==> config.mk <==
export PLATFORM = sky130hd
export DESIGN_NAME = srdp_mul
export DESIGN_NICKNAME = d
export VERILOG_FILES = /design/src/srdp_pkg.sv /design/src/srdp_mul.sv
export SDC_FILE = /design/constraint.sdc
export NUM_CORES = 2
export LEC_CHECK = 0
export ABC_CLOCK_PERIOD_IN_PS = 2480
export BUFFER_PORTS_ARGS = -buffer_cell sky130_fd_sc_hd__buf_4
export CAP_MARGIN = 20
export CORE_UTILIZATION = 50
export CTS_CLUSTER_SIZE = 12
export DETAILED_ROUTE_END_ITERATION = 6
export GPL_ROUTABILITY_DRIVEN = 0
export PLACE_DENSITY = 0.66
export SYNTH_ARGS = -nofsm -noshare
export SYNTH_HDL_FRONTEND = slang
export SYNTH_SLANG_ARGS = --single-unit
==> constraint.sdc <==
create_clock -name clk_i -period 2.48 [get_ports clk_i]
set_input_delay 0.496 -clock clk_i [delete_from_list [all_inputs] [get_ports clk_i]]
set_output_delay 0.496 -clock clk_i [all_outputs]
set_load 0.03 [all_outputs]
==> src/srdp_pkg.sv <==
// Shared constants, codes and types of the sparse row dot product unit.
`timescale 1ns / 1ps
package srdp_pkg;

  // Field and storage widths.
  localparam int unsigned ColumnW    = 12;
  localparam int unsigned VecDepth   = 1 << ColumnW;
  localparam int unsigned ValueW     = 32;
  localparam int unsigned RowNumW    = 16;
  localparam int unsigned RowCountW  = 17;
  localparam int unsigned AccW       = 48;
  localparam int unsigned ProdW      = 2 * ValueW;
  localparam int unsigned FracW      = 16;

  // Configuration port geometry.
  localparam int unsigned PaddrW     = 3;
  localparam int unsigned PdataW     = 32;
  localparam int unsigned RegIdxW    = PaddrW - 2;

  localparam logic [RowCountW-1:0] RowCountReset = RowCountW'(1);
  localparam logic [RowCountW-1:0] RowCountMax   = RowCountW'(65536);

  // Item operation codes.
  typedef enum logic {
    OpLoad   = 1'b0,
    OpMatrix = 1'b1
  } op_e;

  // Configuration register indexes.
  typedef enum logic [RegIdxW-1:0] {
    RegRowCount = 1'b0
  } reg_idx_e;

  // Item handed from the multiply stage to the accumulate stage.
  typedef struct packed {
    logic                   valid;
    logic                   is_matrix;
    logic                   row_end;
    logic signed [AccW-1:0] product;
  } prod_item_t;

endpackage

==> src/srdp_mul.sv <==
// Multiply stage: nonzero times vector entry, scaled back to Q32.16.
`timescale 1ns / 1ps
module srdp_mul (
  input  logic                               clk_i,
  input  logic                               rst_ni,
  input  logic                               s1_valid_i,
  input  logic                               s1_is_matrix_i,
  input  logic                               s1_row_end_i,
  input  logic signed [srdp_pkg::ValueW-1:0] s1_value_i,
  input  logic signed [srdp_pkg::ValueW-1:0] vec_data_i,
  output logic                               s1_ready_o,
  input  logic                               s2_ready_i,
  output srdp_pkg::prod_item_t               s2_item_o
);
  import srdp_pkg::*;

  logic                    valid_q;
  logic                    is_matrix_q;
  logic                    row_end_q;
  logic signed [AccW-1:0]  product_q;
  logic signed [ProdW-1:0] full_product;

  // Stage moves when empty or when its item leaves this cycle.
  assign s1_ready_o = !valid_q || s2_ready_i;

  // Full Q32.32 product; dropping the low bits floors toward minus infinity.
  assign full_product = s1_value_i * vec_data_i;

  always_ff @(posedge clk_i or negedge rst_ni) begin
    if (!rst_ni) begin
      valid_q <= 1'b0;
    end else if (s1_ready_o) begin
      valid_q <= s1_valid_i;
    end
  end

  always_ff @(posedge clk_i) begin
    if (s1_ready_o && s1_valid_i) begin
      is_matrix_q <= s1_is_matrix_i;
      row_end_q   <= s1_row_end_i;
      product_q   <= full_product[FracW +: AccW];
    end
  end

  assign s2_item_o.valid     = valid_q;
  assign s2_item_o.is_matrix = is_matrix_q;
  assign s2_item_o.row_end   = row_end_q;
  assign s2_item_o.product   = product_q;

endmodule

Word level (Yosys, flattened, before mapping)
Index checks and enable logic that the tools add are counted.
- bits in latches: 0
- input port bits: 70
- memories: 0
- RAM bits: 0
- register bits after elaboration: 51
- ROM bits: 0
- magnitude comparators: 0
- equality and inequality tests: 0
- mux-type cells: 0
- bitwise logic cells: 0
- reductions and logical operators: 3
- shifts and indexed selects: 0
- div/mod/pow operators: 0
- add/subtract/negate cells: 0
- multipliers: 1
- operators by type and width (cell ; number):
    $mul A32 B32 Y64 ; 1
    $logic_and A1 B1 Y1 ; 1
    $logic_not A1 Y1 ; 1
    $logic_or A1 B1 Y1 ; 1

Depth between registers and ports, before layout
- depth after elaboration: 3
- gate-level depth with buffers: 28

Worst setup path before layout
Ideal clock, no wire load.
- path type: input to register
- start point: input s1_value_i[31] (netlist name)
- end point: register product_q[46] (data pin)
- arrival time: 7.618 ns
- library setup time: 0.260 ns
- cell stages on the path: 26
- data required time: 2.220 ns
- setup slack: -5.398 ns
- path through: clkbuf_1 > nand2_1 > inv_1 > fa_1 > inv_1 > fa_1 > inv_1 > fa_1 > fa_1 > inv_1 > fa_1 > inv_1 > fa_1 > fa_1 > fa_1 > ha_1 > clkbuf_1 > a21o_1 > a21o_1 > a21oi_1 > o21ai_0 > a31oi_1 > o211ai_2 > a221oi_2 > o21bai_2 > xor2_1
- longest elaborated chain between the ends: 1
- RTL lines (what ; RTL line ; RTL):
    from (decl) ; srdp_mul.sv:9 ; input logic signed [srdp_pkg::ValueW-1:0] s1_value_i,
    $mul A32 B32 Y64 ; srdp_mul.sv:27 ; assign full_product = s1_value_i * vec_data_i;
    net full_product[62] ; srdp_mul.sv:21 ; logic signed [ProdW-1:0] full_product;
    to (signal assigned) ; srdp_mul.sv:41 ; product_q <= full_product[FracW +: AccW];
    to (decl) ; srdp_mul.sv:20 ; logic signed [AccW-1:0] product_q;
The timed path passes the listed nets, and every way through them passes these cells.
A chain may end at the register's enable or synchronous reset.

Worst setup path after layout
- start point: input s1_value_i[7] (netlist name)
- end point: register product_q[42] (data pin)
The elaborated chain is that of the path after synthesis.

==> results.json <==
{
  "status": "finished with violations",
  "violations": "DRC, setup timing",
  "final_max_slew_viol_count": 0,
  "cp-end-kind": "flop",
  "fin_crit_sh_pct": 284,
  "ff_latch_area_um2": 1530,
  "synth_enable_flop_cells": 50,
  "cp_data_required_time_ps": 2530,
  "synth_xor_area_share_pct": 1.34,
  "antenna_cells": 0,
  "ys_warn_count": 0,
  "dieArea_um2": 75300,
  "place_hpwl_mm": 86.8,
  "cts_root_buf": "clkbuf_16",
  "insertion_delay_ps": 300,
  "synthArstFlopShare_pct": 1.96,
  "hold_depth": 1,
  "worstSetupPathType": "input pin to flop",
  "max_freq_ghz": 0.142,
  "clk_path_buf_depth": 2,
  "synthesis.nets": 5171,
  "hold_slack_ps": 371,
  "grtUsageTotal_pct": 28.0,
  "grt_antenna_before_repair": 2,
  "ys_ff_latch": 51,
  "synthCells": 3840,
  "drt_iter0_drc": 1462,
  "wire_per_inst_um": 19.3,
  "final-setup-viol-count": 48,
  "synth-main-ff-cell": "edfxtp_1",
  "ant_nets": 0,
  "grt_remaining_overflow": 0,
  "cts_tree": "done",
  "ys_types": 56,
  "start_util_pct": 50.7,
  "place_inst": 5142,
  "vias": 26900,
  "cts.sinks": 51,
  "fin_nets": 5602,
  "synth-compound-area-share_pct": 2.91,
  "port_buffers": 121,
  "maxCapViolations": 0,
  "multi_input_area_um2": 32700,
  "core-area_um2": 73200,
  "fp.dieH_um": 274,
  "drt_first_pass_iters": 7,
  "arrival_ps": 7110,
  "grt_pass1_wl_mm": 162,
  "tightest_slew_ps": 521,
  "hold_viol_final": 0,
  "pin_count": 122,
  "area_growth_pct": 22.3,
  "grt_max_degree": 51,
  "relSlewSlack_pct": 65.2,
  "final_common_cell": "fa_1",
  "n_fill_cell": 6067,
  "period_minus_slack_ps": 7050,
  "synth-adder-area-share_pct": 64.4,
  "fin_cells": 5231,
  "post_synth_mux_area_share_pct": 0,
  "syn_area_per_cell_um2": 9.67,
  "path_clk_slew_ps": 80,
  "rows": 99,
  "synth_top_family_by_area": "adder cells",
  "viasPerCell": 5.15,
  "synth_area_um2": 37100,
  "h-tree-depth": 2,
  "first_global_vias": 30500,
  "drive_gt1_share_pct": 22.1,
  "hold_path.class": "input pin to flop",
  "reg2regPathDepth": 3,
  "mostFrequentLayoutCells": "1,005 x fa_1, 923 x inv_1, 497 x nand2_1, 471 x and2_1, 448 x buf_4",
  "clock_skew_ps": 8.21,
  "synth_seq_area_share_pct": 4.11,
  "rsz0062_at_grt": "true",
  "die_w_um": 274,
  "yosys.area_share.simple_pct": 15.6,
  "worst_setup_path_start_kind": "input pin",
  "crit_fanout": 7,
  "drt_drc_violations_left": 6,
  "setup_ws_ps": -4570,
  "cts_buffers": 5,
  "routed_wl_mm": 101
}
[logic make-up after synthesis]
| family | after synthesis |
|---|---|
| adders and majority gates | 1261 |
| buffers and inverters | 1155 |
| and+or+nand+nor | 1155 |
| AOI/OAI and AO/OA | 161 |
| xor gates and xnor gates | 57 |
| DFF | 51 |
[flip-flops by register name, summed over array words and instances, names as in the netlist]
signal,flops
valid_q,1
row_end_q,1
product_q,48
is_matrix_q,1
[layer usage]
metal	global-route usage [%]	routed length (µm)
met5	0	0
met4	10.0	4500
met3	2.17	3840
met2	52.6	55200
met1	33.3	37200
[metrics by stage]
stage | setup WS, ps | cell area (µm²) | utilization [%] | TNS, ps
4_1_cts | -4540 | 44700 | 61.0 | -205140
2_1_floorplan | -5030 | 37800 | - | -197730
3_3_place_gp | -5090 | 42400 | 57.9 | -224730
5_1_grt | -4770 | 45400 | 62.0 | -214340
3_5_place_dp | -5190 | 42400 | 57.9 | -227270
6_report | -4570 | 45400 | 62.0 | -205360
[cell type report]
type | instances | share of cell area, %
Inverter | 951 | 7.89
Multi-Input combinational cell | 2634 | 72.0
Clock buffer | 5 | 0.276
Clock inverter | 3 | 0.0744
Timing Repair Buffer | 628 | 13.8
Sequential cell | 51 | 3.36
Tap cell | 959 | 2.64
[Yosys cell counts, types with 11 or more instances]
master    count  area [µm²]
fa_1       1081       21600
ha_1        180        2250
nand2b_1     11        68.8
edfxtp_1     50        1500
nor3_1       16        80.1
o21ai_0      34         170
a21o_1       16         120
and2_1      512        3200
nand2_1     512        1920
nor2_1       62         233
xor2_1       18         158
inv_1       951        3570
a21oi_1      48         240
nand4_1      15        93.8
clkbuf_1    195         732
xnor2_1      39         342
[critical path, cell delays in order]
cell and delay [ps]:
buf_12 120, and2_4 140, fa_1 530, inv_1 60
fa_1 510, inv_2 40, fa_1 530, inv_2 50
fa_1 550, inv_2 50, fa_1 500, fa_1 440
fa_1 570, inv_1 70, fa_1 490, inv_2 50
ha_4 260, nand4_1 130, nor2_2 160, nand2_1 70
or3_4 370, a21o_4 260, o211ai_4 270, buf_4 170
nand2_2 50, xnor2_2 160
[what timing repair did]
item | in CTS | in global routing
gates resized for setup | 353 | 130
setup endpoints to repair | 48 | 48
hold endpoints to repair | 1 | 0
buffers inserted | 53 | 21
gates cloned | 10 | 4
pin swaps | 172 | 112
hold buffers | 1 | 0
[path summary, 6_finish.rpt]
path	startpoint	end	slack [ps]
worst min-delay path	s1_is_matrix_i	is_matrix_q	370
worst max register to register	valid_q	product_q[23]	1180
worst max-delay path	s1_value_i[7]	product_q[42]	-4570
worst min register to register	valid_q	valid_q	550
min in group asynchronous	rst_ni	valid_q	520
max in group asynchronous	rst_ni	valid_q	1870
Power is left out: the tool's default activity adds up to more than one toggle a clock period on the data nets, which glitch-free logic cannot reach.
