**src/srdp_pkg.sv**
```systemverilog
// Shared constants, codes and types of the sparse row dot product unit.
`timescale 1ns / 1ps
package srdp_pkg;

  // Field and storage widths.
  localparam int unsigned ColumnW    = 12;
  localparam int unsigned VecDepth   = 1 << ColumnW;
  localparam int unsigned ValueW     = 32;
  localparam int unsigned RowNumW    = 16;
  localparam int unsigned RowCountW  = 17;
  localparam int unsigned AccW       = 48;
  localparam int unsigned ProdW      = 2 * ValueW;
  localparam int unsigned FracW      = 16;

  // Configuration port geometry.
  localparam int unsigned PaddrW     = 3;
  localparam int unsigned PdataW     = 32;
  localparam int unsigned RegIdxW    = PaddrW - 2;

  localparam logic [RowCountW-1:0] RowCountReset = RowCountW'(1);
  localparam logic [RowCountW-1:0] RowCountMax   = RowCountW'(65536);

  // Item operation codes.
  typedef enum logic {
    OpLoad   = 1'b0,
    OpMatrix = 1'b1
  } op_e;

  // Configuration register indexes.
  typedef enum logic [RegIdxW-1:0] {
    RegRowCount = 1'b0
  } reg_idx_e;

  // Item handed from the multiply stage to the accumulate stage.
  typedef struct packed {
    logic                   valid;
    logic                   is_matrix;
    logic                   row_end;
    logic signed [AccW-1:0] product;
  } prod_item_t;

endpackage

```
**src/srdp_regs.sv**
```systemverilog
// APB-style configuration register block holding the row count.
`timescale 1ns / 1ps
module srdp_regs (
  input  logic                           clk_i,
  input  logic                           rst_ni,
  input  logic                           psel,
  input  logic                           penable,
  input  logic                           pwrite,
  input  logic [srdp_pkg::PaddrW-1:0]    paddr,
  input  logic [srdp_pkg::PdataW-1:0]    pwdata,
  output logic [srdp_pkg::PdataW-1:0]    prdata,
  output logic                           pready,
  output logic [srdp_pkg::RowCountW-1:0] row_count_o
);
  import srdp_pkg::*;

  logic [RowCountW-1:0] row_count_q;
  logic [RegIdxW-1:0]   reg_idx;
  logic                 wr_row_count;

  assign pready  = 1'b1;
  assign reg_idx = paddr[PaddrW-1:2];
  assign wr_row_count = psel && penable && pwrite && pready && (reg_idx == RegRowCount);

  // Register write on the access phase.
  always_ff @(posedge clk_i or negedge rst_ni) begin
    if (!rst_ni) begin
      row_count_q <= RowCountReset;
    end else if (wr_row_count) begin
      row_count_q <= pwdata[RowCountW-1:0];
    end
  end

  // Read data; unmapped addresses read as zero.
  always_comb begin
    prdata = '0;
    if (psel && (reg_idx == RegRowCount)) begin
      prdata = PdataW'(row_count_q);
    end
  end

  assign row_count_o = row_count_q;

endmodule

```
**config.mk**
```make
export PLATFORM = sky130hd
export DESIGN_NAME = srdp_regs
export DESIGN_NICKNAME = d
export VERILOG_FILES = /design/src/srdp_pkg.sv /design/src/srdp_regs.sv
export SDC_FILE = /design/constraint.sdc
export NUM_CORES = 1
export LEC_CHECK = 0
export BUFFER_PORTS_ARGS = -buffer_cell sky130_fd_sc_hd__buf_4
export CORE_ASPECT_RATIO = 0.75
export CORE_UTILIZATION = 35
export CTS_BUF_LIST = sky130_fd_sc_hd__clkbuf_8
export DETAILED_ROUTE_END_ITERATION = 8
export PLACE_DENSITY = 0.78
export REMOVE_ABC_BUFFERS = 1
export SYNTH_ARGS = -nofsm -noshare
export SYNTH_HDL_FRONTEND = slang
export SYNTH_SLANG_ARGS = --single-unit
```
**constraint.sdc**
```tcl
create_clock -name clk_i -period 1.45 [get_ports clk_i]
set_clock_uncertainty 0.2 [all_clocks]
set_input_delay 0.29 -clock clk_i [delete_from_list [all_inputs] [get_ports clk_i]]
set_output_delay 0.29 -clock clk_i [all_outputs]
set_load 0.02 [all_outputs]
```
== Word-level counts from Yosys, hierarchy flattened ==
Index checks and enable logic that the tools add are counted.
Storage, ports and cells
  register bits after elaboration: 17
  latch bits: 0
  RAM bits: 0
  bits in read-only memories: 0
  bits of input ports: 40
  output and inout port bits: 50
  word-level logic and storage cells: 7
  memories: 0
Operators by class
  add/subtract/negate cells: 0
  $mul: 0
  div/mod/pow operators: 0
  magnitude comparators: 0
  equal/unequal tests: 0
  shift-type cells: 0
  mux-type cells: 1
  bitwise gates (word level): 1
  reductions and logical operators: 4
Operators with widths (number)
  $mux 17: 1
  $logic_and 1x1->1: 4
  $not 1->1: 1

== Depth between registers and ports, before layout ==
Gate-level depths: netlist of run 1.
  depth after elaboration: 3
  depth in mapped cells: 3
  depth with buffers taken out: 2

== Worst setup path after synthesis of run 1 ==
No wires, ideal clock.
  path kind: input port to output port
  start point: input port paddr[2] (netlist name)
  end point: output port prdata[10] (netlist name)
  arrival: 0.994 ns
  data required time: 0.960 ns
  path slack: -0.034 ns
  stages: 3
  buffers on the path: 1
  cell sequence: and2b_1 > clkbuf_1 > and2_1
Between the ends
  longest elaborated chain between the ends: 3
RTL lines
  start, declared: line srdp_regs.sv:9  | input logic [srdp_pkg::PaddrW-1:0] paddr,
  $not 1->1: line srdp_regs.sv:37  | if (psel && (reg_idx == RegRowCount)) begin
  $logic_and 1x1->1: line srdp_regs.sv:37
  $mux 17: line srdp_regs.sv:37
  end, declared: line srdp_regs.sv:11  | output logic [srdp_pkg::PdataW-1:0] prdata,
Every way passes these cells.

== Worst setup path in the final report of run 1 ==
  start point: register row_count_q[0] (netlist: row_count_o[0])
  end point: output port prdata[0] (netlist name)
Between the ends
  longest elaborated chain between the ends: 1
RTL lines
  start, declared: line srdp_regs.sv:17  | logic [RowCountW-1:0] row_count_q;
  start signal, assigned: line srdp_regs.sv:28  | row_count_q <= RowCountReset;
  start signal, assigned: line srdp_regs.sv:30  | row_count_q <= pwdata[RowCountW-1:0];
  $mux 17: line srdp_regs.sv:37
Every way passes these cells.

==> impl_summary.md, run 1 <==
GRT
The number of antenna violations at the first check in global routing came to 0. The global-route wire length before repair is 2.987 mm. The largest net degree at the start of global routing is 18. After global routing the overflow that remains totals 0. The via count of the first global-routing pass is 660. Global routing used 14.86% of the available tracks.

Worst setup path
For the worst setup path, the data required time is 960 ps. The worst setup path endpoint is prdata[0]. Among all stages on the critical path, the largest delay is contributed by dfstp_2.

The number of cells on the worst reg-to-reg path is 2. The critical path goes through and2_4 > buf_6. On the worst path, the slowest cell contributes a delay of 540 ps. The nature of the critical path startpoint is a flop. The internal reg-to-reg setup slack is 370 ps. For the worst setup path, the data arrival time is 1020 ps.

The start of the worst register-to-register path is row_count_o[10]. The type of the setup path with the least slack is reg2out. The beginning of the critical path is row_count_o[0].

Of all nets on the critical path, the largest fanout is 3. The end of the worst register-to-register path is row_count_o[10]. The worst setup path is captured at a primary output.

Final layout
Relative to the synthesized area, the layout overhead comes to 65.51%. The utilization of the core after routing is 64.48%. The repair_antennas step left the layout with diodes totalling 0.

The library cell used most frequently in the layout, excluding fill and tap cells, is buf_4. The register with the most flip-flops in the layout has 17 of them. The fill cell total of the finished layout is 185. The layout cell share with drive strength beyond 1 is 72.86%.

Leaving out fill and tap cells, the most frequent cells in the layout are buf_4 (49), conb_1 (16), dfrtp_1 (16), buf_6 (14), and2_4 (12). The final layout contains 181 nets. After routing the design area is 1549 um^2.

STA
The top achievable clock speed is 660.3 MHz. The count of endpoints failing setup in the final report is 4. The worst setup margin is -64.46 ps. The final critical-path share of the clock period is 104.4%. The final count of pins violating max slew is 0.

The sum of negative setup slack is -80.86 ps. The count of endpoints failing hold in the final timing report is 0. Setup repair after global routing could not meet its margin everywhere.

The final critical delay including setup and external delays is 1514 ps.

Drt
In the routed layout, each cell is associated on average with a via count of 4.201. The final layout contains routed wiring with a total length of 2.060 mm. The via count of the routed design is 731. The pre-antenna-repair detailed-routing pass consisted of 3 iterations. The detail route stage leaves a number of antenna-violating nets equal to 0. The number of DRC violations after detailed-routing iteration 0 is 8.

The DRC violations left is 0. In the final routed layout, each cell accounts on average for 11.84 um.

Floorplanning
The placeable core area is 2402 um^2. The width of the die is 61.71 um. The die covers 2887 um^2.

90 I/O pins were placed. The height of the chip is 46.79 um. The starting density of the core is 38.96%. Row generation in the floorplan step produced 15 rows.

Place
At the end of routability-driven placement, the weighted congestion stood at 0.6493. Port buffering added 56 buffers. Once detailed placement completed, the half-perimeter wirelength came to 1.433 mm. The placed instance area is 1359 um^2.

Synthesis
The synthesized design contains 17 register bits. The number of different library cells used by synthesis comes to 11. The post-synthesis sequential area ratio is 45.59%. The post-synthesis average cell area is 12.82 um^2.

Synthesis handed over a netlist of 73 instances. The mapped netlist covers 935.9 um^2. During synthesis, Yosys emitted a total of 0 warnings.

Clock network
TritonCTS built the clock tree. For this design, the sink count on the clock tree is 17. The clock insertion delay at the later pin of the skew report is 240 ps. In this run, CTS created clock tree buffers numbering 3.

The maximum buffer depth of the clock tree is 2. In this run the number of H-tree levels came out at 1. After clock tree synthesis, the clock-pin slew on the worst setup and hold paths is 60 ps. The tree is rooted in a clkbuf_8.

Pwr
The worst-case IR drop observed on VDD is 0.0008268 V. In this run the static leakage power is 0.8416 nW. Dividing total power by cell area gives a power density of 1152 nW/um^2.

Status
The run finished, with violations left. The checks that failed: setup timing.

Run
The max-capacitance violation count is 0.

Hold path
The min-delay analysis places its worst path in the category in2reg. The worst hold path begins at pwdata[6].
## final cells by class
type                    instances  area (um^2)  area share (%)
repair buffers                 65        555.5           35.86
clock buffers                   3        41.29           2.666
well taps                      34        42.54           2.746
multi-input cells              54        478.0           30.86
flip-flops and latches         17        426.7           27.54
clock inverters                 1        5.005          0.3231
## where the power goes
| part | internal (mW) | switching (mW) | total (mW) |
|---|---|---|---|
| Combinational | 0.424 | 0.357 | 0.781 |
| Clock | 0.190 | 0.151 | 0.341 |
| Sequential | 0.585 | 0.0788 | 0.663 |
## metrics by stage
stage               power (mW)  std cells  hold WS (ps)  worst slack (ps)
detailed placement       1.357        163        -35.74            -299.3
global placement         1.342        163        -32.69            -228.2
CTS                      1.731        171         65.23            -75.22
floorplan                1.037         69        -205.6             76.82
finish                   1.785        174         70.31            -64.46
global route             1.884        174         62.75            -105.3
## cell families after synthesis
| kind of cell | Yosys count | synth area share (%) |
|---|---|---|
| other cells | 2 | 0.8024 |
| flops | 17 | 45.59 |
| buf+inv | 18 | 14.44 |
| mux | 17 | 24.47 |
| simple gates | 19 | 14.71 |
## repair_timing
item	CTS	global route
setup endpoints to repair	17	18
hold buffers	1	0
cloned	2	0
pin swaps	1	5
gates resized for setup	10	21
buffers inserted	1	3
endpoints found under the hold margin	17	0
## how the worst min path moves through the flow
| stage | to | depth (start not counted) |
|---|---|---|
| 2_1_floorplan | row_count_o[10] | 0 |
| 3_3_place_gp | row_count_o[16] | 1 |
| 3_5_place_dp | row_count_o[16] | 1 |
| 4_1_cts | row_count_o[6] | 2 |
| 5_1_grt | row_count_o[4] | 2 |
| 6_report | row_count_o[6] | 2 |
## Yosys cell counts
library cell / n / share of area, %
clkbuf_1: 1 / 0.40
and2b_1: 1 / 0.80
conb_1: 2 / 0.80
mux2_4: 10 / 16
buf_6: 1 / 1.2
mux2_2: 7 / 8.4
dfstp_2: 1 / 2.8
nand4b_4: 1 / 2.5
buf_4: 16 / 13
dfrtp_1: 16 / 43
and2_1: 17 / 11
## metal layers
layer	vias up	GRT usage (%)	routed length, um
li1	341	-	-
met1	342	18.32	857
met2	46	25.16	1008
met3	2	5.234	182
met4	0	4.000	11
met5	-	0	0
## worst max-delay path: cells and delay by family (launching register included)
kind	cells	cell delay, ps
flops	1	540
simple gates	1	130
buf+inv	1	100
(Power assumes the default switching activity.)
==> inputs of run 2 (changes only) <==
- BUFFER_PORTS_ARGS: -buffer_cell sky130_fd_sc_hd__buf_4 -> not set
- DONT_BUFFER_PORTS: not set -> 1
- PLACE_DENSITY: 0.78 -> not set
==> impl_summary.md, run 2 (synthesized netlist as in run 1, its figures left out) <==
Status
The flow ran to the end, but the final reports show violations. The final reports fail on hold timing.

Hold path
The type of the tightest min-delay check is in2async.

Final layout
The flip-flop count of the largest register, all copies and words added is 17 (unchanged). The net count reported at finish came to 142 (-22%). The layout cell share with drive strength beyond 1 came to 55.45% (-17 points). The library cells used most frequently in the layout, excluding fill and tap cells, are dlygate4sd3_1 (17), conb_1 (16), and2_4 (11), dfrtp_2 (11), mux2_4 (10). The fill cell total of the finished layout was 224 (+21%). The number of diodes is 0 (unchanged). The most common cell after layout, fill and taps aside is dlygate4sd3_1. From synthesis to final layout, the design area changed by 34.09%.

The utilization of the core after routing is 52.24% (-12 points).

Worst setup path
The data arrival time of the critical path came to 940 ps (-80 ps). The delay of the slowest cell on the worst path is 530 ps (about the same). The cell depth of the worst setup path came to 1 (-1). The biggest fanout along the worst timing path is 2 (-1). The type of element capturing the critical path is a primary output.

The required time of the critical path came to 960 ps (about the same). The signal on the critical path passes through and2_4. The nature of the critical path startpoint is a flop. The number of cells on the worst reg-to-reg path was 2 (unchanged). The count of buffering cells on the critical path with inverters included came to 0 (-1). The gate family responsible for the most delay along the worst path is flip-flops.

The cell at the slowest stage of the critical path is dfstp_2. The type of the setup path with the least slack is reg2out.

Drt
The final antenna-violating net count is 0 (unchanged). The number of DRC violations after detailed-routing iteration 0 was 5 (-3). The post-detailed-route via-to-cell ratio is 4.333 (+3.1%). The total wirelength of the detailed-routed design was 1.815 mm (-12%). The number of detailed-route iterations in the first pass is 2 (-1). The per-cell routed wire length is 13.44 um (+14%). The DRC violations left is 0 (unchanged). The via count of the routed design is 585 (-20%).

GRT
The number of antenna violations at the first check in global routing is 0 (unchanged). The largest net degree at the start of global routing is 18 (unchanged). The global-route wire length before repair is 2.428 mm (-19%). The routing usage on met2 is 26.67% (+1.5 points). The met1 usage came to 10.75% (-7.6 points).

The via count of the first global-routing pass came to 572 (-13%). The met3 track demand over resource in global routing was 5.234% (unchanged). The aggregate global-route resource usage is 12.51% (-2.4 points). The remaining global-route overflow was 0 (unchanged).

The global routing's busiest layer is met2.

Clock network
The total clock buffers created by CTS is 3 (unchanged). The clock insertion delay at the later pin of the skew report is 250 ps (about the same). The depth of the CTS H-tree is 1 (unchanged).

The clock-pin transition on the worst setup and hold timing paths is 70 ps (about the same). The number of setup buffers added after CTS is 0 (-1). The maximum buffer depth of the clock tree came to 2 (unchanged).

In this run the clock root is driven by a clkbuf_8. The TritonCTS clock tree is done. The CTS sink count is 17 (unchanged).

STA
The final count of pins violating max slew is 0 (unchanged). Setup repair after global routing could not meet its margin everywhere. The worst setup margin came to 20.07 ps (+84.53 ps). The top achievable clock speed is 699.3 MHz (+5.9%). The count of endpoints failing hold in the final timing report is 16 (+16). The worst slew margin relative to its limit is 48.60%.

The count of endpoints failing setup in the final report was 0 (-4). The final critical-path share of the clock period is 98.62% (-5.8 points). The tightest hold margin is -17.02 ps (-87.34 ps). The final critical delay including setup and external delays came to 1430 ps (-84.53 ps). The worst-margin pin slew is 771.0 ps.

Place
The global placement routability congestion is 0.6017 (-7.3%). The total half-perimeter wirelength after legalization and detailed placement is 1.291 mm (-9.9%). The worst setup slack before clock tree synthesis is 61.47 ps (+360.7 ps). The number of buffers added on ports is 0 (-100%).

Floorplanning
The starting density of the core was 38.96% (unchanged). The width of the die is 61.71 um (unchanged). The row count is 15 (unchanged). The die area came to 2887 um^2 (unchanged). The height of the chip is 46.79 um (unchanged). The placeable core area is 2402 um^2 (unchanged). The boundary pin count was 90 (unchanged).

Run
The max-capacitance violation count is 0 (unchanged).

Pwr
The leakage power was 0.6198 nW (-26%). The total power after layout is 1.567 mW (-12%). The power density over cell area is 1248 nW/um^2 (+8.3%).

The highest ir drop seen on vdd is 0.0005526 V (-33%).
==> run 2: cell types whose count changed in the layout (fill, tap and decap cells not counted), sizes merged <==
cell,delta
and2b,-2
buf,-54
dlygate4sd3,+16
dlymetal6s4s,+1
==> run 2: worst paths after layout <==
check,startpoint,to,slack (ps)
worst min-delay path,rst_ni,row_count_o[2],-20
worst max-delay path,row_count_o[0],prdata[0],20
max in group asynchronous,rst_ni,row_count_o[16],530
min in group clk_i,psel,row_count_o[0],250
worst min register to register,row_count_o[10],row_count_o[10],420
worst max register to register,row_count_o[14],row_count_o[14],340
==> run 2: final cells by class <==
type,instances,area (um^2),share of cell area [%]
repair buffers,28,270.3,21.54
clock inverters,1,5.005,0.3988
clock buffers,3,41.29,3.290
flip-flops and latches,17,440.4,35.09
multi-input cells,52,455.4,36.29
well taps,34,42.54,3.390
==> run 2: per-layer routing <==
layer,up-vias,part of all wire (%)
met1,278,36
li1,263,-
met4,0,0
met2,44,53
met3,0,11
met5,-,0
==> run 2: timing repair <==
item,4_1_cts,5_1_grt
gates resized for setup,25,10
hold buffers,18,0
endpoints found under the hold margin,34,0
endpoints found under the setup margin,12,21
==> run 2: power by group <==
group / total (mW) / internal [mW] / switching, mW / leakage [nW]
clock: 0.344 / 0.190 / 0.154 / 0.0255
sequential: 0.760 / 0.597 / 0.163 / 0.191
combinational: 0.463 / 0.239 / 0.224 / 0.404
==> run 2: metrics by stage <==
step	cells	setup TNS [ps]	cell area, um^2
final	135	0	1255
after global placement	113	0	983.4
after CTS	135	0	1241
after global routing	135	-11.64	1255
after floorplan	69	0	853.3
after detailed placement	113	0	983.4
