<file path="config.mk">
export PLATFORM = sky130hd
export DESIGN_NAME = srdp_accum_flat
export DESIGN_NICKNAME = d
export VERILOG_FILES = /design/src/srdp_pkg.sv /design/src/srdp_if.sv /design/src/srdp_accum.sv /design/src/flat_wrapper.sv
export SDC_FILE = /design/constraint.sdc
export NUM_CORES = 1
export LEC_CHECK = 0
export BUFFER_PORTS_ARGS = -buffer_cell sky130_fd_sc_hd__buf_2
export CAP_MARGIN = 5
export CORE_ASPECT_RATIO = 0.75
export CORE_MARGIN = 2
export CORE_UTILIZATION = 60
export DETAILED_ROUTE_END_ITERATION = 12
export GPL_TIMING_DRIVEN = 0
export PLACE_DENSITY = 0.81
export SYNTH_ARGS = -nofsm -noshare
export SYNTH_HDL_FRONTEND = slang
export SYNTH_SLANG_ARGS = --single-unit
</file>
<file path="constraint.sdc">
create_clock -name clk_i -period 10.6 [get_ports clk_i]
set_input_delay 1.06 -clock clk_i [delete_from_list [all_inputs] [get_ports clk_i]]
set_output_delay 1.06 -clock clk_i [all_outputs]
set_load 0.02 [all_outputs]
</file>
<file path="src/srdp_pkg.sv">
// Shared constants, codes and types of the sparse row dot product unit.
`timescale 1ns / 1ps
package srdp_pkg;

  // Field and storage widths.
  localparam int unsigned ColumnW    = 12;
  localparam int unsigned VecDepth   = 1 << ColumnW;
  localparam int unsigned ValueW     = 32;
  localparam int unsigned RowNumW    = 16;
  localparam int unsigned RowCountW  = 17;
  localparam int unsigned AccW       = 48;
  localparam int unsigned ProdW      = 2 * ValueW;
  localparam int unsigned FracW      = 16;

  // Configuration port geometry.
  localparam int unsigned PaddrW     = 3;
  localparam int unsigned PdataW     = 32;
  localparam int unsigned RegIdxW    = PaddrW - 2;

  localparam logic [RowCountW-1:0] RowCountReset = RowCountW'(1);
  localparam logic [RowCountW-1:0] RowCountMax   = RowCountW'(65536);

  // Item operation codes.
  typedef enum logic {
    OpLoad   = 1'b0,
    OpMatrix = 1'b1
  } op_e;

  // Configuration register indexes.
  typedef enum logic [RegIdxW-1:0] {
    RegRowCount = 1'b0
  } reg_idx_e;

  // Item handed from the multiply stage to the accumulate stage.
  typedef struct packed {
    logic                   valid;
    logic                   is_matrix;
    logic                   row_end;
    logic signed [AccW-1:0] product;
  } prod_item_t;

endpackage

</file>
<file path="src/srdp_if.sv">


interface srdp_out_if;
  logic                                  valid;
  logic                                  ready;
  logic [srdp_pkg::RowNumW-1:0]          row_number;
  logic signed [srdp_pkg::ValueW-1:0]    row_sum;
  logic                                  last_row;

  modport source (output valid, row_number, row_sum, last_row, input ready);
  modport sink   (input valid, row_number, row_sum, last_row, output ready);
endinterface

</file>
<file path="src/srdp_accum.sv">
// Accumulate stage: saturating row sum, row counter and result register.
`timescale 1ns / 1ps
module srdp_accum (
  input  logic                           clk_i,
  input  logic                           rst_ni,
  input  srdp_pkg::prod_item_t           s2_item_i,
  output logic                           s2_ready_o,
  input  logic [srdp_pkg::RowCountW-1:0] row_count_i,
  srdp_out_if.source                     out_o
);
  import srdp_pkg::*;

  logic signed [AccW-1:0]   acc_q;
  logic [RowNumW-1:0]       cnt_q;
  logic                     out_valid_q;
  logic [RowNumW-1:0]       out_row_q;
  logic signed [ValueW-1:0] out_sum_q;
  logic                     out_last_q;

  logic                     produces;
  logic                     out_free;
  logic                     advance;
  logic signed [AccW:0]     sum_wide;
  logic signed [AccW-1:0]   sum_sat;
  logic signed [ValueW-1:0] sum_out;
  logic [RowCountW-1:0]     eff_rows;
  logic [RowCountW-1:0]     cnt_inc;
  logic                     is_last;

  // Only a matrix item closing its row needs the result register.
  assign produces   = s2_item_i.is_matrix && s2_item_i.row_end;
  assign out_free   = !out_valid_q || out_o.ready;
  assign advance    = s2_item_i.valid && (!produces || out_free);
  assign s2_ready_o = !s2_item_i.valid || !produces || out_free;

  // Accumulator add, saturated to the signed 48-bit range.
  assign sum_wide = {acc_q[AccW-1], acc_q} + {s2_item_i.product[AccW-1], s2_item_i.product};
  always_comb begin
    if (sum_wide[AccW] != sum_wide[AccW-1]) begin
      sum_sat = sum_wide[AccW] ? {1'b1, {(AccW-1){1'b0}}} : {1'b0, {(AccW-1){1'b1}}};
    end else begin
      sum_sat = sum_wide[AccW-1:0];
    end
  end

  // Row sum narrowed to Q16.16 with saturation.
  always_comb begin
    if (sum_sat[AccW-1:ValueW-1] == '0 || sum_sat[AccW-1:ValueW-1] == '1) begin
      sum_out = sum_sat[ValueW-1:0];
    end else if (sum_sat[AccW-1]) begin
      sum_out = {1'b1, {(ValueW-1){1'b0}}};
    end else begin
      sum_out = {1'b0, {(ValueW-1){1'b1}}};
    end
  end

  // Final-row test against the clamped row count.
  always_comb begin
    if (row_count_i == '0) begin
      eff_rows = RowCountW'(1);
    end else if (row_count_i > RowCountMax) begin
      eff_rows = RowCountMax;
    end else begin
      eff_rows = row_count_i;
    end
  end
  assign cnt_inc = {1'b0, cnt_q} + RowCountW'(1);
  assign is_last = (cnt_inc >= eff_rows);

  // Accumulator and row counter.
  always_ff @(posedge clk_i or negedge rst_ni) begin
    if (!rst_ni) begin
      acc_q <= '0;
      cnt_q <= '0;
    end else if (advance) begin
      if (!s2_item_i.is_matrix) begin
        cnt_q <= '0;
      end else if (s2_item_i.row_end) begin
        acc_q <= '0;
        cnt_q <= is_last ? '0 : cnt_inc[RowNumW-1:0];
      end else begin
        acc_q <= sum_sat;
      end
    end
  end

  // Result register valid flag.
  always_ff @(posedge clk_i or negedge rst_ni) begin
    if (!rst_ni) begin
      out_valid_q <= 1'b0;
    end else if (advance && produces) begin
      out_valid_q <= 1'b1;
    end else if (out_o.ready) begin
      out_valid_q <= 1'b0;
    end
  end

  // Result register payload.
  always_ff @(posedge clk_i) begin
    if (advance && produces) begin
      out_row_q  <= cnt_q;
      out_sum_q  <= sum_out;
      out_last_q <= is_last;
    end
  end

  assign out_o.valid      = out_valid_q;
  assign out_o.row_number = out_row_q;
  assign out_o.row_sum    = out_sum_q;
  assign out_o.last_row   = out_last_q;

endmodule

</file>
<file path="src/flat_wrapper.sv">
// flat-port wrapper written by rule: the top's interface ports become plain ports
module srdp_accum_flat import srdp_pkg::*;
  (clk_i, rst_ni, s2_item_i, s2_ready_o, row_count_i, out_o_valid, out_o_row_number, out_o_row_sum, out_o_last_row, out_o_ready);
  srdp_out_if out_o_i ();
  input  logic clk_i;
  input  logic rst_ni;
  input  srdp_pkg::prod_item_t s2_item_i;
  output logic s2_ready_o;
  input  logic [srdp_pkg::RowCountW-1:0] row_count_i;
  output wire logic [$bits(out_o_i.valid)-1:0] out_o_valid;
  output wire logic [$bits(out_o_i.row_number)-1:0] out_o_row_number;
  output wire logic [$bits(out_o_i.row_sum)-1:0] out_o_row_sum;
  output wire logic [$bits(out_o_i.last_row)-1:0] out_o_last_row;
  input wire logic [$bits(out_o_i.ready)-1:0] out_o_ready;
  assign out_o_valid = out_o_i.valid;
  assign out_o_row_number = out_o_i.row_number;
  assign out_o_row_sum = out_o_i.row_sum;
  assign out_o_last_row = out_o_i.last_row;
  assign out_o_i.ready = out_o_ready;
  srdp_accum u_core (.clk_i(clk_i), .rst_ni(rst_ni), .s2_item_i(s2_item_i), .s2_ready_o(s2_ready_o), .row_count_i(row_count_i), .out_o(out_o_i));
endmodule
</file>
# Yosys cells after proc, flatten, opt, wreduce, memory -nomap -nowiden
# Index checks and enable logic that the tools add are counted.
dict set report classes {
  addsub 2
  mul 0
  div 0
  n_lt_le_gt_ge 2
  eq_ne 3
  shifts 0
  muxes 12
  bitwise_logic 0
  n_reduce_logical 16
}
# op n
set op_table {}
lappend op_table {{two-way mux 48 bit} 3}
lappend op_table {{two-way mux 32 bit} 2}
lappend op_table {{adder 48 x 48 -> 49 bit} 1}
lappend op_table {{two-way mux 16 bit} 3}
lappend op_table {{zero test 17 bit} 2}
lappend op_table {{two-way mux 17 bit} 2}
lappend op_table {{adder 16 x 1 -> 17 bit (second input constant)} 1}
lappend op_table {{== test 17 bit (second input constant)} 1}
lappend op_table {{>= comparator 17 bit} 1}
lappend op_table {{greater-than comparator 17 bit (second input constant)} 1}
lappend op_table {{logical OR 1 bit} 5}
lappend op_table {{AND reduction 2 bit} 2}
lappend op_table {{logical AND 1 bit} 3}
lappend op_table {{zero test 1 bit} 3}
lappend op_table {{two-way mux 1 bit} 2}
lappend op_table {{!= test 2 bit (second input constant)} 1}
lappend op_table {{nonzero test 2 bit} 1}
lappend op_table {{!= test 1 bit} 1}
dict set report totals {
  reg_bits 114
  latchBits 0
  ramBits 0
  romBits 0
  in_bits 71
  out_inout_bits 51
  elab_cells 41
  n_memories 0
}

# Depth between registers and ports, before layout
dict set report logic_depth {
  word_depth 7
  ltp_mapped 21
  ltp_nobuf 18
}

# Worst setup path before layout
# Ideal clock, no wire load.
dict set report synth_timing {
  path_kind {input to register}
  start {in s2_item_i[32] (netlist name)}
  end {reg u_core.out_sum_q[10] (netlist: u_core.out_o.row_sum[10]) (data pin)}
  setup_ns 0.269
  arrival_time_ns 5.026
  required_time_ns 10.331
  setup_slack_ns 5.305
  path_stages 20
  path_buffers 3
  cell_sequence {ha_1 clkbuf_2 nand4_1 or3_1 nor4_1 a22oi_2 o21a_2 o21bai_1 a21oi_1 o21ai_0 xor2_1 ha_1 buf_6 nor2_1 mux2i_1 o211ai_1 or4b_1 o41ai_4 buf_6 o31ai_2}
}
dict set report synth_between {
  elab_chain_len 6
  elab_cells_between_ends 9
  cone_classes {add/sub: 1; eq/ne: 2; mux: 4; reduce/logical: 2}
}
# element line_no
set synth_lines {}
lappend synth_lines {{start: declaration} flat_wrapper.sv:7} ;# input srdp_pkg::prod_item_t s2_item_i;
lappend synth_lines {{adder 48 x 48 -> 49 bit *} srdp_accum.sv:37} ;# assign sum_wide = {acc_q[AccW-1], acc_q} + {s2_item_i.product[AccW-1], s2_item_i.product};
lappend synth_lines {{two-way mux 48 bit / != test 1 bit (equally long branches)} {srdp_accum.sv:40, srdp_accum.sv:39}}
lappend synth_lines {{two-way mux 48 bit *} srdp_accum.sv:39} ;# if (sum_wide[AccW] != sum_wide[AccW-1]) begin
lappend synth_lines {{== test 17 bit / zero test 17 bit (equally long branches)} srdp_accum.sv:48} ;# if (sum_sat[AccW-1:ValueW-1] == '0 || sum_sat[AccW-1:ValueW-1] == '1) begin
lappend synth_lines {{logical OR 1 bit} srdp_accum.sv:48}
lappend synth_lines {{two-way mux 32 bit *} srdp_accum.sv:48}
lappend synth_lines {{named net u_core.sum_out[10]} srdp_accum.sv:25} ;# logic signed [ValueW-1:0] sum_out;
lappend synth_lines {{end signal: assignment} srdp_accum.sv:102} ;# out_sum_q <= sum_out;
lappend synth_lines {{end: declaration} srdp_accum.sv:17} ;# logic signed [ValueW-1:0] out_sum_q;
# The timed path passes the listed nets; every way through them passes the cells marked *.
# A chain may end at the register's enable or synchronous reset.

# Final worst setup path
dict set report layout_timing {
  start {in s2_item_i[38] (netlist name)}
  end {reg u_core.out_sum_q[7] (netlist: u_core.out_o.row_sum[7]) (data pin)}
}
# Same word-level chain as after synthesis.

==> impl_metrics.py <==
metrics = {
    "power": {
        "power_switching_w": 0.00178,
        "power.leakage_nw": 4.41,
        "max-vdd-ir-drop_uv": 222,
        "p_seq_share_pct": 19.1,
        "p_comb_share_pct": 64.0,
        "p_per_area_nw_per_um2": 368,
        "swShare_pct": 49.0,
        "clockPowerShare_pct": 16.9,
        "internal-power_w": 0.00186,
    },
    "hold_path": {
        "hp-start": "u_core.acc_q[40]",
        "min_path_type": "register to register",
    },
    "sta": {
        "drv_slew": 0,
        "rsz0062_at_grt": "no",
        "worst_slew_pin_slew_ns": 0.898,
        "period_needed_ns": 5.99,
        "fin_crit_sh_pct": 56.5,
        "tns_ns": 0,
        "hold_violations": 0,
        "slew_headroom_pct": 40.1,
        "skew_ns": 0.0126,
        "fmax_ghz": 0.167,
        "finalSetupViolCount": 0,
    },
    "worst_setup_path": {
        "reg2reg_from": "u_core.acc_q[32]",
        "cp_data_arrival_time_ns": 6.14,
        "cp-end-kind": "register",
        "cp-startpoint": "s2_item_i[38]",
        "crit_type": "primary input to register",
        "crit_required_ns": 10.75,
        "critPathMaxFanout": 10,
        "r2r_slack_ns": 4.93,
        "cp-endpoint": "u_core.out_o.row_sum[7]",
        "start_kind": "primary input",
        "r2r_end": "u_core.out_o.row_sum[7]",
        "r2r_cells": 20,
    },
    "die": {
        "dieWidth_um": 141,
        "initial_core_util_pct": 61.4,
        "core.rowCount": 37,
        "die_h_um": 107,
        "dieArea_um2": 15000,
        "core_um2": 13700,
        "ioPinCount": 122,
    },
    "synthesis": {
        "synth_area_um2": 8410,
        "synth_top_area_cell": "dfrtp_1",
        "yosysMostFrequentCell": "nand2_1",
        "synth_warnings": 0,
        "syn-mean-instance-area_um2": 9.11,
        "synthFlopType": "dfrtp_1",
        "synth_fp_nets": 1064,
        "synth_commonest_cells": "nand2_1 (135), a21oi_1 (103), o21ai_0 (87)",
        "async_reset_ff_share_pct": 57.0,
        "synth_edf_count": 49,
        "yosys.area.top_type_share_pct": 19.3,
        "synth.distinct_cells": 70,
        "seq_area_frac_synth_pct": 36.8,
        "synth_cells": 924,
        "synth_seq_cells": 114,
        "synth_area_leaders": "dfrtp_1 (19%), edfxtp_1 (17%), ha_1 (10%)",
    },
    "clocking": {
        "cts-root-buf": "clkbuf_16",
        "holdBufCountCts": 0,
        "clock-sinks": 114,
        "cts_buffers": 17,
        "cts_tree": "yes",
        "cts_resized": 0,
        "cts_buffer_depth": 2,
        "htreeDepth": 4,
        "path_clk_slew_ns": 0.06,
        "clk_latency_ns": 0.43,
        "cts_setup_buffers": 0,
    },
    "global_route": {
        "grt_max_degree": 66,
        "grt_pass1_wl_um": 38100,
        "grt_usage_pct": 32.6,
        "grt_antenna_before_repair": 0,
        "grt_pass1_vias": 7306,
        "grt_overflow_total": 0,
    },
    "final_layout": {
        "final_cell_area_um2": 9890,
        "final_layout_size_suffix_gt1_share_pct": 20.4,
        "num-fill-cells": 1060,
        "n_antenna_cell": 0,
        "area_growth_pct": 17.5,
        "nets": 1205,
    },
    "routing": {
        "ant_nets": 0,
        "dr.pass1.iters": 6,
        "vias_per_cell": 6.36,
        "drt_wl_total_um": 24000,
        "wl_per_cell_um": 19.1,
        "drt-initial-drc-count": 980,
        "drc": 0,
        "vias": 7971,
    },
    "job": {
        "maxCapViolations": 0,
    },
    "place": {
        "placed_cell_area_um2": 9260,
        "gp_congestion": 0.978,
        "hpwl_um": 17900,
        "portBuffers": 121,
    },
    "run_status": {
        "status": "completed",
    },
}
==> layout make-up <==
class,count,area [um^2],share of cell area [%]
Tap cell,175,219,2.21
Multi-Input combinational cell,743,4920,49.8
Clock buffer,22,464,4.70
Buffer,45,315,3.19
Timing Repair Buffer,122,628,6.35
Inverter,22,82.6,0.835
Sequential cell,114,3100,31.3
Clock inverter,10,160,1.62
==> cell families (layout without fill, tap and decap cells) <==
group,Yosys count,after routing,share of synthesized area [%]
adder cells (fa/ha/maj),69,69,10.4
XOR/XNOR,55,55,5.73
buffers and inverters,67,221,4.71
AND/OR/NAND/NOR,299,299,16.5
multiplexers,1,1,0.119
AO/OA/AOI/OAI,319,319,25.8
flip-flops,114,114,36.8
==> layer usage <==
metal  GRT usage (%)  up-vias  share of wire, %  routed length [um]
met5               0        -                 0                   0
met4            8.64        0               1.7                 400
met3            7.88       35               9.6                2290
met2            45.3      421                41                9840
met1            50.3     3803                48               11500
li1                -     3712                 -                   -
==> power by group through the flow <==
| stage | combinational (W) | sequential (W) | clock, W |
|---|---|---|---|
| 2_1_floorplan | 0.00168 | 0.000714 | 0 |
| 3_3_place_gp | 0.00219 | 0.000696 | 0 |
| 3_5_place_dp | 0.00224 | 0.000697 | 0 |
| 4_1_cts | 0.00227 | 0.000693 | 0.000615 |
| 5_1_grt | 0.00251 | 0.000705 | 0.000639 |
| 6_report | 0.00233 | 0.000695 | 0.000615 |
==> cells in the final DEF (no fill, tap or decap), types with 17 or more instances in the layout <==
cell type	n
a21o_1	20
a21oi_1	103
buf_2	121
clkbuf_1	21
clkbuf_16	17
dfrtp_1	65
edfxtp_1	49
ha_1	68
inv_1	21
nand2_1	135
nand3_1	19
nand4_1	22
nor2_1	61
o21ai_0	87
o31ai_2	30
xnor2_1	34
xor2_1	21
==> worst min-delay path by stage <==
| stage | to | slack (ns) | cells past startpoint |
|---|---|---|---|
| 2_1_floorplan | u_core.acc_q[32] | 0.44 | 2 |
| 3_3_place_gp | u_core.acc_q[42] | 0.45 | 2 |
| 3_5_place_dp | u_core.acc_q[40] | 0.46 | 2 |
| 4_1_cts | u_core.acc_q[40] | 0.47 | 2 |
| 5_1_grt | u_core.acc_q[15] | 0.51 | 2 |
| 6_report | u_core.acc_q[40] | 0.47 | 2 |
==> registers in the layout (all words and copies together) (netlist names) <==
signal                   flops
u_core.acc_q                48
u_core.out_o.valid           1
u_core.out_o.row_number     16
u_core.out_o.row_sum        32
u_core.out_o.last_row        1
u_core.cnt_q                16
==> worst max-delay path, cell delays in order <==
cell,delay [ns]
buf_2,0.10
ha_1,0.26
clkbuf_1,0.35
nand2_1,0.10
or3_1,0.34
nor4_1,0.35
a22oi_2,0.16
o21a_2,0.27
o21bai_1,0.13
a21oi_1,0.07
o21ai_0,0.27
xor2_1,0.29
ha_1,0.29
buf_6,0.17
nor2_1,0.04
mux2i_1,0.27
o211ai_1,0.15
or4b_1,0.55
o41ai_4,0.54
buf_6,0.26
o31ai_2,0.09
==> per-stage QoR <==
stage          util [%]  instances  total power (W)  setup slack, ns  hold slack, ns
6_report           72.1       1253          0.00364             4.61           0.475
2_1_floorplan         -        924          0.00239             5.31           0.443
4_1_cts            72.1       1253          0.00358             4.71           0.473
3_3_place_gp       67.4       1220          0.00289             4.39           0.454
5_1_grt            72.1       1253          0.00385             4.40           0.508
3_5_place_dp       67.6       1221          0.00294             4.36           0.462
Power figures use the tool's default switching activity.
